===== config.mk =====
export PLATFORM = sky130hd
export DESIGN_NAME = sorted_priority_queue
export DESIGN_NICKNAME = d
export VERILOG_FILES = /design/src/rtl/spq_pkg.sv /design/src/rtl/sorted_priority_queue.sv /design/src/rtl/spq_store.sv /design/src/rtl/spq_ctrl.sv
export SDC_FILE = /design/constraint.sdc
export NUM_CORES = 1
export LEC_CHECK = 0
export ABC_AREA = 1
export BUFFER_PORTS_ARGS = -buffer_cell sky130_fd_sc_hd__buf_2
export CAP_MARGIN = 20
export CORE_ASPECT_RATIO = 1.75
export CORE_MARGIN = 2
export CORE_UTILIZATION = 58
export DETAILED_ROUTE_END_ITERATION = 7
export PLACE_DENSITY = 0.75
export RECOVER_POWER = 25
export SYNTH_ARGS = -nofsm -noshare
export SYNTH_HDL_FRONTEND = slang
export SYNTH_SLANG_ARGS = --single-unit

===== constraint.sdc =====
create_clock -name clk -period 3.7 [get_ports clk]
set_input_delay 0.37 -clock clk [delete_from_list [all_inputs] [get_ports clk]]
set_output_delay 0.37 -clock clk [all_outputs]
set_load 0.005 [all_outputs]

===== src/rtl/spq_pkg.sv =====
`timescale 1ns / 1ps
// ----------------------------------------------------------------------------
// spq_pkg: shared types and constants for the sorted priority queue
// Sizes, status and command codes, request/result structs, and the
// circular slot address helper used by the controller.
// ----------------------------------------------------------------------------
package spq_pkg;

  localparam int unsigned DEPTH     = 16;
  localparam int unsigned TAG_BITS  = 16;
  localparam int unsigned PRIO_BITS = 4;

  localparam int unsigned IDX_W  = $clog2(DEPTH);
  localparam int unsigned CNT_W  = $clog2(DEPTH + 1);
  localparam int unsigned CAP_W  = 5;
  localparam int unsigned OCC_W  = 5;
  localparam int unsigned STAT_W = 2;
  localparam int unsigned LIM_W  = (CNT_W > CAP_W) ? CNT_W : CAP_W;

  localparam logic [CAP_W-1:0] CAP_RESET = CAP_W'(16);

  // Command codes
  localparam logic CMD_ENQ = 1'b0;
  localparam logic CMD_DEQ = 1'b1;

  // Result status codes
  localparam logic [STAT_W-1:0] ST_DONE  = STAT_W'(0);
  localparam logic [STAT_W-1:0] ST_FULL  = STAT_W'(1);
  localparam logic [STAT_W-1:0] ST_EMPTY = STAT_W'(2);

  typedef struct packed {
    logic                 cmd;
    logic [TAG_BITS-1:0]  tag_in;
    logic [PRIO_BITS-1:0] priority_in;
  } spq_in_t;

  typedef struct packed {
    logic [STAT_W-1:0]    status;
    logic [TAG_BITS-1:0]  tag_out;
    logic [PRIO_BITS-1:0] priority_out;
    logic [OCC_W-1:0]     occupancy;
  } spq_out_t;

  typedef struct packed {
    logic [PRIO_BITS-1:0] prio;
    logic [TAG_BITS-1:0]  tag;
  } spq_entry_t;

  // Slot memory access from the controller
  typedef struct packed {
    logic             we;
    logic [IDX_W-1:0] waddr;
    spq_entry_t       wdata;
    logic [IDX_W-1:0] raddr;
  } spq_mem_req_t;

  // Physical slot of logical position k behind the head, wrapping at DEPTH
  function automatic logic [IDX_W-1:0] slot_addr(input logic [IDX_W-1:0] head,
                                                 input logic [CNT_W-1:0] k);
    logic [IDX_W:0] sum;
    sum = {1'b0, head} + (IDX_W+1)'(k);
    if (sum >= (IDX_W+1)'(DEPTH)) begin
      sum = sum - (IDX_W+1)'(DEPTH);
    end
    return sum[IDX_W-1:0];
  endfunction

endpackage


===== src/rtl/sorted_priority_queue.sv =====
`timescale 1ns / 1ps
// ----------------------------------------------------------------------------
// sorted_priority_queue: bounded priority queue, FIFO among equal priorities
// Each request gives exactly one result, shown for one cycle with
// out_valid; the receiver cannot stall, so it must take every strobe.
// A request is taken when start is high and busy is low. Full enqueue and
// empty dequeue answer in the next cycle without raising busy. A dequeue
// holds busy through S_DEQ, which takes the registered head slot. An
// enqueue alternates S_ENQ_RD and S_ENQ_CMP per moved entry and ends in
// S_ENQ_RD when it lands at the front, else in S_ENQ_CMP. Either way the
// result strobe rises as busy falls. Each moved entry needs a read and a
// compare state, as the slot memory has one read port with registered data.
// ----------------------------------------------------------------------------
module sorted_priority_queue (
  input  logic                         clk,
  input  logic                         rst_n,
  input  logic                         start,
  output logic                         busy,
  input  spq_pkg::spq_in_t             in_req,
  output logic                         out_valid,
  output spq_pkg::spq_out_t            out_result,
  input  logic                         cfg_we,
  input  logic [spq_pkg::CAP_W-1:0]    cfg_wdata
);

  logic [spq_pkg::CAP_W-1:0] cap_r;
  logic [spq_pkg::LIM_W-1:0] limit;
  spq_pkg::spq_mem_req_t     mem_req;
  spq_pkg::spq_entry_t       rd_data;

  // Hold the capacity register
  always_ff @(posedge clk) begin
    if (!rst_n) begin
      cap_r <= spq_pkg::CAP_RESET;
    end else if (cfg_we) begin
      cap_r <= cfg_wdata;
    end
  end

  // Saturate the limit at the slot count
  always_comb begin
    if (spq_pkg::LIM_W'(cap_r) > spq_pkg::LIM_W'(spq_pkg::DEPTH)) begin
      limit = spq_pkg::LIM_W'(spq_pkg::DEPTH);
    end else begin
      limit = spq_pkg::LIM_W'(cap_r);
    end
  end

  spq_ctrl u_ctrl (
    .clk        (clk),
    .rst_n      (rst_n),
    .start      (start),
    .busy       (busy),
    .in_req     (in_req),
    .limit      (limit),
    .mem_req    (mem_req),
    .rd_data    (rd_data),
    .out_valid  (out_valid),
    .out_result (out_result)
  );

  spq_store u_store (
    .clk     (clk),
    .mem_req (mem_req),
    .rd_data (rd_data)
  );

endmodule


===== src/rtl/spq_store.sv =====
`timescale 1ns / 1ps
// ----------------------------------------------------------------------------
// spq_store: slot memory
// One write port and one read port; read data is registered, so it
// appears in the cycle after the address.
// ----------------------------------------------------------------------------
module spq_store (
  input  logic                  clk,
  input  spq_pkg::spq_mem_req_t mem_req,
  output spq_pkg::spq_entry_t   rd_data
);

  spq_pkg::spq_entry_t mem [spq_pkg::DEPTH];
  spq_pkg::spq_entry_t rd_data_r;

  // Write the addressed slot
  always_ff @(posedge clk) begin
    if (mem_req.we) begin
      mem[mem_req.waddr] <= mem_req.wdata;
    end
  end

  // Register the read data
  always_ff @(posedge clk) begin
    rd_data_r <= mem[mem_req.raddr];
  end

  assign rd_data = rd_data_r;

endmodule


===== src/rtl/spq_ctrl.sv =====
`timescale 1ns / 1ps
// ----------------------------------------------------------------------------
// spq_ctrl: queue sequencer
// Keeps head pointer and count of a circular slot buffer. Dequeue reads
// the head slot; enqueue walks back from the tail, moving lower-priority
// entries one slot later until the insertion point is found.
// ----------------------------------------------------------------------------
module spq_ctrl (
  input  logic                         clk,
  input  logic                         rst_n,
  input  logic                         start,
  output logic                         busy,
  input  spq_pkg::spq_in_t             in_req,
  input  logic [spq_pkg::LIM_W-1:0]    limit,
  output spq_pkg::spq_mem_req_t        mem_req,
  input  spq_pkg::spq_entry_t          rd_data,
  output logic                         out_valid,
  output spq_pkg::spq_out_t            out_result
);

  localparam logic [1:0] S_IDLE    = 2'd0;
  localparam logic [1:0] S_DEQ     = 2'd1;
  localparam logic [1:0] S_ENQ_RD  = 2'd2;
  localparam logic [1:0] S_ENQ_CMP = 2'd3;

  logic [1:0]                  state_r,   state_nxt;
  logic [spq_pkg::IDX_W-1:0]   head_r,    head_nxt;
  logic [spq_pkg::CNT_W-1:0]   count_r,   count_nxt;
  logic [spq_pkg::CNT_W-1:0]   k_r,       k_nxt;
  spq_pkg::spq_entry_t         new_r,     new_nxt;
  logic                        out_valid_r, out_valid_nxt;
  spq_pkg::spq_out_t           out_result_r, out_result_nxt;

  // Sequence the request
  always_comb begin
    state_nxt      = state_r;
    head_nxt       = head_r;
    count_nxt      = count_r;
    k_nxt          = k_r;
    new_nxt        = new_r;
    out_valid_nxt  = 1'b0;
    out_result_nxt = out_result_r;
    mem_req.we     = 1'b0;
    mem_req.waddr  = head_r;
    mem_req.wdata  = new_r;
    mem_req.raddr  = head_r;

    unique case (state_r)
      S_IDLE: begin
        if (start) begin
          out_result_nxt.tag_out      = '0;
          out_result_nxt.priority_out = '0;
          out_result_nxt.occupancy    = spq_pkg::OCC_W'(count_r);
          if (in_req.cmd == spq_pkg::CMD_ENQ) begin
            if (spq_pkg::LIM_W'(count_r) >= limit) begin
              out_valid_nxt         = 1'b1;
              out_result_nxt.status = spq_pkg::ST_FULL;
            end else begin
              new_nxt.tag  = in_req.tag_in;
              new_nxt.prio = in_req.priority_in;
              k_nxt        = count_r;
              state_nxt    = S_ENQ_RD;
            end
          end else begin
            if (count_r == '0) begin
              out_valid_nxt         = 1'b1;
              out_result_nxt.status = spq_pkg::ST_EMPTY;
            end else begin
              // head slot is read this cycle
              state_nxt = S_DEQ;
            end
          end
        end
      end

      S_DEQ: begin
        out_valid_nxt               = 1'b1;
        out_result_nxt.status       = spq_pkg::ST_DONE;
        out_result_nxt.tag_out      = rd_data.tag;
        out_result_nxt.priority_out = rd_data.prio;
        out_result_nxt.occupancy    = spq_pkg::OCC_W'(count_r - 1'b1);
        head_nxt                    = spq_pkg::slot_addr(head_r, spq_pkg::CNT_W'(1));
        count_nxt                   = count_r - 1'b1;
        state_nxt                   = S_IDLE;
      end

      S_ENQ_RD: begin
        if (k_r == '0) begin
          // reached the front: place the new entry there
          mem_req.we    = 1'b1;
          mem_req.waddr = head_r;
          mem_req.wdata = new_r;
          out_valid_nxt               = 1'b1;
          out_result_nxt.status       = spq_pkg::ST_DONE;
          out_result_nxt.tag_out      = '0;
          out_result_nxt.priority_out = '0;
          out_result_nxt.occupancy    = spq_pkg::OCC_W'(count_r + 1'b1);
          count_nxt                   = count_r + 1'b1;
          state_nxt                   = S_IDLE;
        end else begin
          mem_req.raddr = spq_pkg::slot_addr(head_r, k_r - 1'b1);
          state_nxt     = S_ENQ_CMP;
        end
      end

      S_ENQ_CMP: begin
        mem_req.we    = 1'b1;
        mem_req.waddr = spq_pkg::slot_addr(head_r, k_r);
        if (rd_data.prio >= new_r.prio) begin
          // insert behind entries of equal or higher priority
          mem_req.wdata               = new_r;
          out_valid_nxt               = 1'b1;
          out_result_nxt.status       = spq_pkg::ST_DONE;
          out_result_nxt.tag_out      = '0;
          out_result_nxt.priority_out = '0;
          out_result_nxt.occupancy    = spq_pkg::OCC_W'(count_r + 1'b1);
          count_nxt                   = count_r + 1'b1;
          state_nxt                   = S_IDLE;
        end else begin
          // shift the lower-priority entry one slot back
          mem_req.wdata = rd_data;
          k_nxt         = k_r - 1'b1;
          state_nxt     = S_ENQ_RD;
        end
      end

      default: begin
        state_nxt = S_IDLE;
      end
    endcase
  end

  // Hold control state
  always_ff @(posedge clk) begin
    if (!rst_n) begin
      state_r     <= S_IDLE;
      head_r      <= '0;
      count_r     <= '0;
      out_valid_r <= 1'b0;
    end else begin
      state_r     <= state_nxt;
      head_r      <= head_nxt;
      count_r     <= count_nxt;
      out_valid_r <= out_valid_nxt;
    end
  end

  // Hold payload
  always_ff @(posedge clk) begin
    k_r          <= k_nxt;
    new_r        <= new_nxt;
    out_result_r <= out_result_nxt;
  end

  assign busy       = (state_r != S_IDLE);
  assign out_valid  = out_valid_r;
  assign out_result = out_result_r;

endmodule


== Word level (Yosys, flattened, before mapping) ==
Memory sizes are Yosys's and may differ from the RTL's. A register that Yosys moved wholly into a read port is not among the register bits.
Cells that the tools add are included.
Widths: inputs -> output; s select.

* Word-level logic and storage cells: 95
* Output and inout bits: 29
* Bits in registers: 69
* RAM bits: 320
* Memories: 1

* $add $sub $neg: 9
* Magnitude comparators: 6
* Equal/unequal tests: 13
* Multiplexer cells: 40
* Bitwise operators: 2
* Reductions and logical operators: 12

{| class="wikitable"
|+ Memories
! memory !! depth !! width !! rd ports !! clocked after Yosys merged registers in !! wr ports !! RTL line !! source
|-
| u_store.mem || 16 || 20 || 1 || 1 || 1 || spq_store.sv:13 || <nowiki>spq_pkg::spq_entry_t mem [spq_pkg::DEPTH];</nowiki>
|}

{| class="wikitable"
|+ Operators with widths
! kind !! number
|-
| $pmux 27 s4 || 1
|-
| $mux 27 || 3
|-
| $pmux 25 s2 || 1
|-
| $mux 5 || 7
|-
| $mux 25 || 1
|-
| $mux 20 || 1
|-
| $mux 4 || 5
|-
| $mux 2 || 9
|-
| $ge 5x5->1 const B || 3
|-
| $pmux 5 s3 || 1
|-
| $sub 4x1->4 const B || 3
|-
| $add 4x5->5 || 2
|-
| $logic_not 5->1 || 2
|-
| $pmux 5 s2 || 1
|-
| $reduce_and 5->1 || 2
|-
| $sub 5x1->5 const B || 2
|-
| $reduce_and 3->1 || 3
|-
| $mux 1 || 8
|-
| $ne 2x2->1 const B || 4
|-
| $pmux 2 s4 || 1
|-
| $ne 3x2->1 const B || 2
|-
| $ne 3x3->1 const B || 2
|-
| $add 4x1->5 const B || 1
|-
| $add 5x1->5 const B || 1
|-
| other kinds (12) || 16
|}

== Longest topological paths before layout ==
Gate-level depths: netlist of the first run.

* Depth after elaboration: 7
* Depth in mapped cells: 14

== Hierarchy ==
Synthesis of the first run repeated with hierarchy kept, for this count alone.

* Cells, all modules: 1,759
* Area, all modules: 17,848.4 um2

{| class="wikitable"
|+ By module, submodules not included
! module !! cells each !! area an instance (um2) !! times used
|-
| spq_store || 1,337 || 14,191.1 || 1
|-
| spq_ctrl || 389 || 3,444.6 || 1
|-
| sorted_priority_queue || 33 || 212.7 || 1
|}

== Worst setup path after synthesis of the first run ==
No wires, ideal clock.

* Kind: register to register
* From: register u_ctrl.k_r[0] in the netlist's numbering
* To: memory u_store.mem[12][0] in the netlist's numbering (enable)
* Cell stages (with the launch flop): 9
* Arrival time: 2.365 ns
* Setup time: 0.397 ns
* Path buffers: 0
* Data required time: 3.303 ns
* Slack: 0.938 ns
* Cell sequence: edfxtp_1 > ha_1 > fa_1 > nand2_1 > nor3b_1 > a21oi_1 > inv_1 > nand3_1 > nor2_1

* Word-level cells in the longest chain between the ends: 5

{| class="wikitable"
|+ RTL lines
! element !! RTL line !! source
|-
| start: declaration || spq_ctrl.sv:29 || <nowiki>logic [spq_pkg::CNT_W-1:0] k_r, k_nxt;</nowiki>
|-
| start signal: assignment || spq_ctrl.sv:150 || <nowiki>k_r <= k_nxt;</nowiki>
|-
| parallel branches: the longest is 2 deep, another holds $add 4x5->5 || n/a ||
|-
| $pmux 25 s2 (*) || spq_ctrl.sv:48 || <nowiki>unique case (state_r)</nowiki>
|-
| $mux 1 || spq_store.sv:18 || <nowiki>if (mem_req.we) begin</nowiki>
|-
| $mux 1 (implied by the code) || spq_store.sv:19 || <nowiki>mem[mem_req.waddr] <= mem_req.wdata;</nowiki>
|-
| end: declaration || spq_store.sv:13 ||
|}

Every way passes the cells marked *.

==> flow_metrics.tcl, run 1 <==
set metrics [dict create \
    outcome "finished clean" \
    power_mw 13.8 \
    cts_max_level 2 \
    clkTransAtPathRegs_ps 70 \
    worst_pin_slew_ps 1080 \
    hp-start "in_req[16]" \
    cts_root_buf "clkbuf_16" \
    critPathArrivalTime_ps 3540 \
    layout_commonest_cell "nand3_1" \
    synth_area_per_cell_um2 10.2 \
    worst_path_most_repeated_cell "buf_4" \
    synthAdderAreaFrac_pct 1.53 \
    r2r_slack_ps 540 \
    first_pass_iters 6 \
    synth-seq-cells 409 \
    fin_skew_ps 16.4 \
    r2r-start "u_ctrl.state_r[1]" \
    numCtsBuffers 36 \
    tritoncts "done" \
    coreArea_mm2 0.0307 \
    gp_congestion 0.859 \
    hold_viol_final 0 \
    track_usage_pct 28.6 \
    rr_worst_depth 6 \
    worst-path-buf-inv 3 \
    nets 1913 \
    num_vias 12900 \
    ir_worst_vdd_uv 564 \
    setup_viol 0 \
    antenna_cells 0 \
    holdPathStages 1 \
    cts_max_path_buffers 3 \
    cp_cell_sequence "nand2_1 > inv_1 > nand4_1 > buf_4 > o21ai_0 > buf_4" \
    nFillCells 2324 \
    pin_count 59 \
    fin_crit_sh_pct 85.4 \
    finalWirelength_mm 45.6 \
    max_freq_mhz 317 \
    syn_to_final_growth_pct 11.5 \
    crit_family "buffers and inverters" \
    cts_setup_buffers 0 \
    grt_pass1_wl_mm 69.9 \
    die_area_mm2 0.0328 \
    wl_per_cell_um 20.0 \
    cp_max_fo 27 \
    synth-xor-area-share_pct 0.386 \
    synth_fp_nets 1830 \
    ys_warn_count 0 \
    crit_required_ps 4080 \
    ant_nets 0 \
    synth_cell_type_count 36 \
    dieWidth_um 138 \
    synth-async-reset-ratio_pct 0 \
    num_rows 85 \
    cp_slowest_stage_delay_ps 640 \
    max_cap_viol_count 0 \
    p_leak_nw 8.73 \
    pwr_density_cell_mw_per_mm2 683 \
    drv_slew 0 \
    initial_utilization_pct 59.0 \
    worstSetupPathType "reg2reg" \
    synth-seq-area-share_pct 65.7 \
    overflow 0 \
    antenna_found_initial 0 \
    synthFlopType "edfxtp_1" \
    cts_resized 0 \
    clock_latency_ps 530 \
    worst_setup_path_start_kind "register" \
    final_cell_mix "402 x nand3_1, 381 x inv_1, 372 x edfxtp_1" \
    synthCells 1779 \
    r2r-end "u_store.mem[10][6]" \
    post-dp-hpwl_mm 27.7 \
    drive_above_1_share_pct 8.95 \
    tns_ps 0 \
    post-route-min-period_ps 3160 \
    end_kind "register" \
    slew_headroom_pct 27.8 \
    hp-class "in2reg" \
    syn_area_mm2 0.0181 \
    synth_top_family_by_area "simple AND/OR/NAND/NOR gates" \
    synthMuxAreaShare_pct 0 \
    grt_setup_unrepaired "no" \
    cts_sinks 409 \
    portBuffers 58 \
    synth_compound_area_share_pct 1.93 \
    drc 0 \
    die_h_um 238 \
    synth_edf_count 372 \
    grt_pass1_vias 12800 \
    whs_endpoint "u_ctrl.new_r[12]" \
    grt_max_degree 69 \
    crit_slowest_cell "o21ai_0" \
    synth-simple-area-share_pct 20.1 \
    drt_iter0_markers 1340 \
    vias_per_cell 5.67 \
]
[timing repair]
action	in CTS	in global routing
setup endpoints to repair	0	0
endpoints found under the hold margin	2	0
hold buffers	2	0
[synthesized netlist by cell type, types with 4 or more instances]
cell type	instances	share of area [%]
nand3_1	402	11
inv_1	380	7.9
edfxtp_1	372	62
nand2_1	319	6.6
nor2_1	69	1.4
buf_2	38	1.0
dfxtp_1	37	4.1
o21ai_0	34	0.94
clkbuf_1	27	0.56
ha_1	19	1.3
a21oi_1	13	0.36
buf_6	11	0.68
nand4_1	7	0.24
xor2_1	7	0.34
buf_1	4	0.083
inv_2	4	0.083
nand2_2	4	0.14
o211ai_1	4	0.17
[kinds of logic (layout without fill, tap and decap cells)]
logic type / count (synthesis) / after routing
AND/OR/NAND/NOR: 814 / 814
buffers and inverters: 465 / 574
flip-flops: 409 / 409
AO/OA/AOI/OAI: 62 / 62
adder cells (fa/ha/maj): 21 / 21
XOR/XNOR: 8 / 8
[state kept, by name, indices dropped and copies added (netlist names)]
| signal | cells |
|---|---|
| u_ctrl.count_r | 5 |
| u_store.mem | 320 |
| u_store.rd_data | 20 |
| u_ctrl.k_r | 5 |
| u_ctrl.state_r | 2 |
| u_ctrl.out_valid | 1 |
| u_ctrl.out_result | 27 |
| u_ctrl.new_r | 20 |
| u_ctrl.head_r | 4 |
| cap_r | 5 |
[worst register-to-register path: cells and delay by family, from the launching register on]
family / cells / cell delay, ps
AOI/OAI and AO/OA: 1 / 640
buffers and inverters: 3 / 1140
DFF: 1 / 520
and+or+nand+nor: 2 / 700
[stage by stage]
| stage | cell area, µm² | hold slack, ps | util (%) | instances | setup slack (ps) |
|---|---|---|---|---|---|
| after floorplan | 18100 | 435 | - | 1779 | 938 |
| after global placement | 19200 | 465 | 62.4 | 2213 | 778 |
| after detailed placement | 19200 | 473 | 62.4 | 2213 | 735 |
| after CTS | 20300 | 4.78 | 66.0 | 2279 | 672 |
| after global routing | 20200 | 12.7 | 65.8 | 2279 | 310 |
| final | 20200 | 18.9 | 65.8 | 2279 | 541 |
[routing by layer]
metal / up-vias / GRT usage, % / part of all wire (%)
li1: 5972 / - / -
met1: 6066 / 35.2 / 36
met2: 709 / 48.4 / 50
met3: 181 / 4.21 / 8.2
met4: 0 / 15.1 / 5.6
met5: - / 0 / 0
[power by group]
group	internal (mW)	total, mW	switching, mW
sequential	5.70	5.92	0.221
clock	2.02	3.62	1.60
combinational	1.30	4.29	2.98
total	9.02	13.8	4.80
[final cells by class]
cell class	count	area [µm²]	share of cell area, %
Clock buffer	50	995	4.92
Sequential cell	409	11900	58.9
Timing Repair Buffer	126	858	4.24
Clock inverter	14	119	0.588
Inverter	384	1440	7.13
Tap cell	391	489	2.42
Multi-Input combinational cell	905	4410	21.8
[how the worst max path moves through the flow]
stage                           start  slack, ps                  to  depth (start not counted)
floorplan               u_ctrl.k_r[0]        940  u_store.mem[12][0]                          8
global placement     u_ctrl.head_r[1]        780   u_store.mem[3][7]                          8
detailed placement   u_ctrl.head_r[1]        730   u_store.mem[3][7]                          8
CTS                  u_ctrl.head_r[1]        670  u_store.mem[3][18]                          8
global route        u_ctrl.state_r[1]        310  u_store.mem[10][6]                          6
finish              u_ctrl.state_r[1]        540  u_store.mem[10][6]                          6
(Power assumes the default switching activity.)
==> run 2: changes to the inputs <==
- CORE_UTILIZATION: 58 -> 62
- PLACE_DENSITY: 0.75 -> 0.8
- SKIP_CTS_REPAIR_TIMING: not set -> 1
- clock period: 3.7 -> 3.6 ns (I/O delays scaled with it)
==> flow_metrics.tcl, run 2 (synthesized netlist as in run 1, its figures left out) <==
set metrics [dict create \
    whs_endpoint "u_ctrl.new_r[6]" \
    nets 1916 \
    power_frac_seq_pct 42.7 \
    r2r-start "u_ctrl.state_r[1]" \
    pwr_density_cell_mw_per_mm2 703 \
    cts_max_path_buffers 3 \
    final_cell_mix "401 x nand3_1, 381 x inv_1, 372 x edfxtp_1" \
    tns_ps 0 \
    end_kind "register" \
    dieWidth_um 133 \
    die_h_um 230 \
    post-route-min-period_ps 3140 \
    power_mw 14.3 \
    drive_above_1_share_pct 9.62 \
    hold_viol_final 0 \
    slew_headroom_pct 16.9 \
    grt_pass1_vias 13100 \
    grt_max_degree 99 \
    drt_iter0_markers 1736 \
    worst_pin_slew_ps 1250 \
    numCtsBuffers 35 \
    outcome "finished clean" \
    finalWirelength_mm 46.4 \
    coreArea_mm2 0.0287 \
    track_usage_pct 30.7 \
    grt_setup_unrepaired "no" \
    cts_max_level 2 \
    wl_per_cell_um 20.4 \
    largest_reg_flops 320 \
    max_flop_register "u_store.mem" \
    grt_pass1_wl_mm 70.9 \
    clkTransAtPathRegs_ps 70 \
    syn_to_final_growth_pct 12.2 \
    setup_viol 0 \
    fin_skew_ps 13.1 \
    ir_worst_vdd_uv 828 \
    portBuffers 58 \
    multi_input_area_mm2 0.00441 \
    cts_root_buf "clkbuf_16" \
    p_leak_nw 8.82 \
    combPwrFrac_pct 30.4 \
    worst_setup_path_start_kind "register" \
    drc 0 \
    drv_slew 0 \
    die_area_mm2 0.0307 \
    num_rows 82 \
    crit_required_ps 3740 \
    p_switching_mw 4.97 \
    switching_share_pct 34.7 \
    vias_per_cell 5.75 \
    gp_congestion 0.936 \
    regArea_mm2 0.0119 \
    max_cap_viol_count 0 \
    layout_commonest_cell "nand3_1" \
    cts_sinks 409 \
    worstSetupPathType "reg2reg" \
    tritoncts "done" \
    hp-class "in2reg" \
    antenna_found_initial 2 \
    pin_count 59 \
    r2r-end "u_ctrl.new_r[15]" \
    clock_latency_ps 540 \
    p_clk_share_pct 26.9 \
    nFillCells 2005 \
    hp-start "in_req[10]" \
    post-dp-hpwl_mm 28.4 \
    p_int_mw 9.33 \
    critPathArrivalTime_ps 3280 \
    fin_crit_sh_pct 87.2 \
    max_freq_mhz 319 \
    initial_utilization_pct 63.1 \
    overflow 0 \
    first_pass_iters 8 \
    ant_nets 0 \
    whs_ps 5.05 \
    num_vias 13100 \
    r2r_slack_ps 460 \
    cp_max_fo 20 \
    holdPathStages 1 \
    rr_worst_depth 6 \
]
## run 2: cell types whose count changed in the layout (fill, tap and decap cells not counted), moves of 3 or more
cell | before | now
buf_2 | 31 | 40
clkbuf_1 | 45 | 29
dlygate4sd3_1 | 2 | 8
nor2_1 | 53 | 56
nor2_2 | 17 | 14
## run 2: worst max-delay path by stage
stage	start	to	cells past startpoint
after detailed placement	u_ctrl.state_r[1]	u_store.mem[5][4]	7
after global placement	u_ctrl.state_r[1]	u_store.mem[5][2]	7
after CTS	u_ctrl.state_r[1]	u_store.mem[5][3]	7
final	u_ctrl.state_r[1]	u_ctrl.new_r[15]	6
after floorplan	u_ctrl.k_r[0]	u_store.mem[12][0]	8
after global routing	u_ctrl.state_r[1]	u_ctrl.new_r[14]	6
## run 2: routing by layer
metal / global-route usage (%) / routed length (µm)
met5: 0 / 0
met1: 34.6 / 15300
met3: 5.40 / 4180
met4: 20.0 / 3290
met2: 53.4 / 23600
## run 2: cell type report
cell class              count  share of cell area (%)
well taps                 378                    2.32
clock buffers              47                    4.93
flip-flops and latches    409                    58.5
clock inverters            16                   0.799
repair buffers            130                    4.65
diodes                      1                  0.0123
multi-input cells         905                    21.7
inverters                 384                    7.08
## run 2: metrics by stage
| step | util [%] | area [µm²] | std cells | setup slack [ps] |
|---|---|---|---|---|
| floorplan | - | 18100 | 1779 | 838 |
| global placement | 66.7 | 19200 | 2197 | 793 |
| detailed placement | 66.7 | 19200 | 2197 | 722 |
| CTS | 70.7 | 20300 | 2260 | 709 |
| global route | 70.8 | 20300 | 2270 | 253 |
| finish | 70.8 | 20300 | 2270 | 461 |
## run 2: power by group through the flow
stage | logic [mW] | registers, mW | clock network (mW)
finish | 4.34 | 6.11 | 3.85
global route | 4.75 | 6.13 | 4.04
CTS | 4.32 | 6.09 | 3.88
detailed placement | 4.27 | 6.18 | 0
global placement | 4.18 | 6.19 | 0
floorplan | 2.93 | 6.11 | 0
## run 2: worst max-delay path: stages, from the launching register on
cell and delay (ps):
dfxtp_1 440, nor2_1 570, inv_1 290, nor2_1 270, nand2_1 120, nor2_2 120, clkbuf_1 930
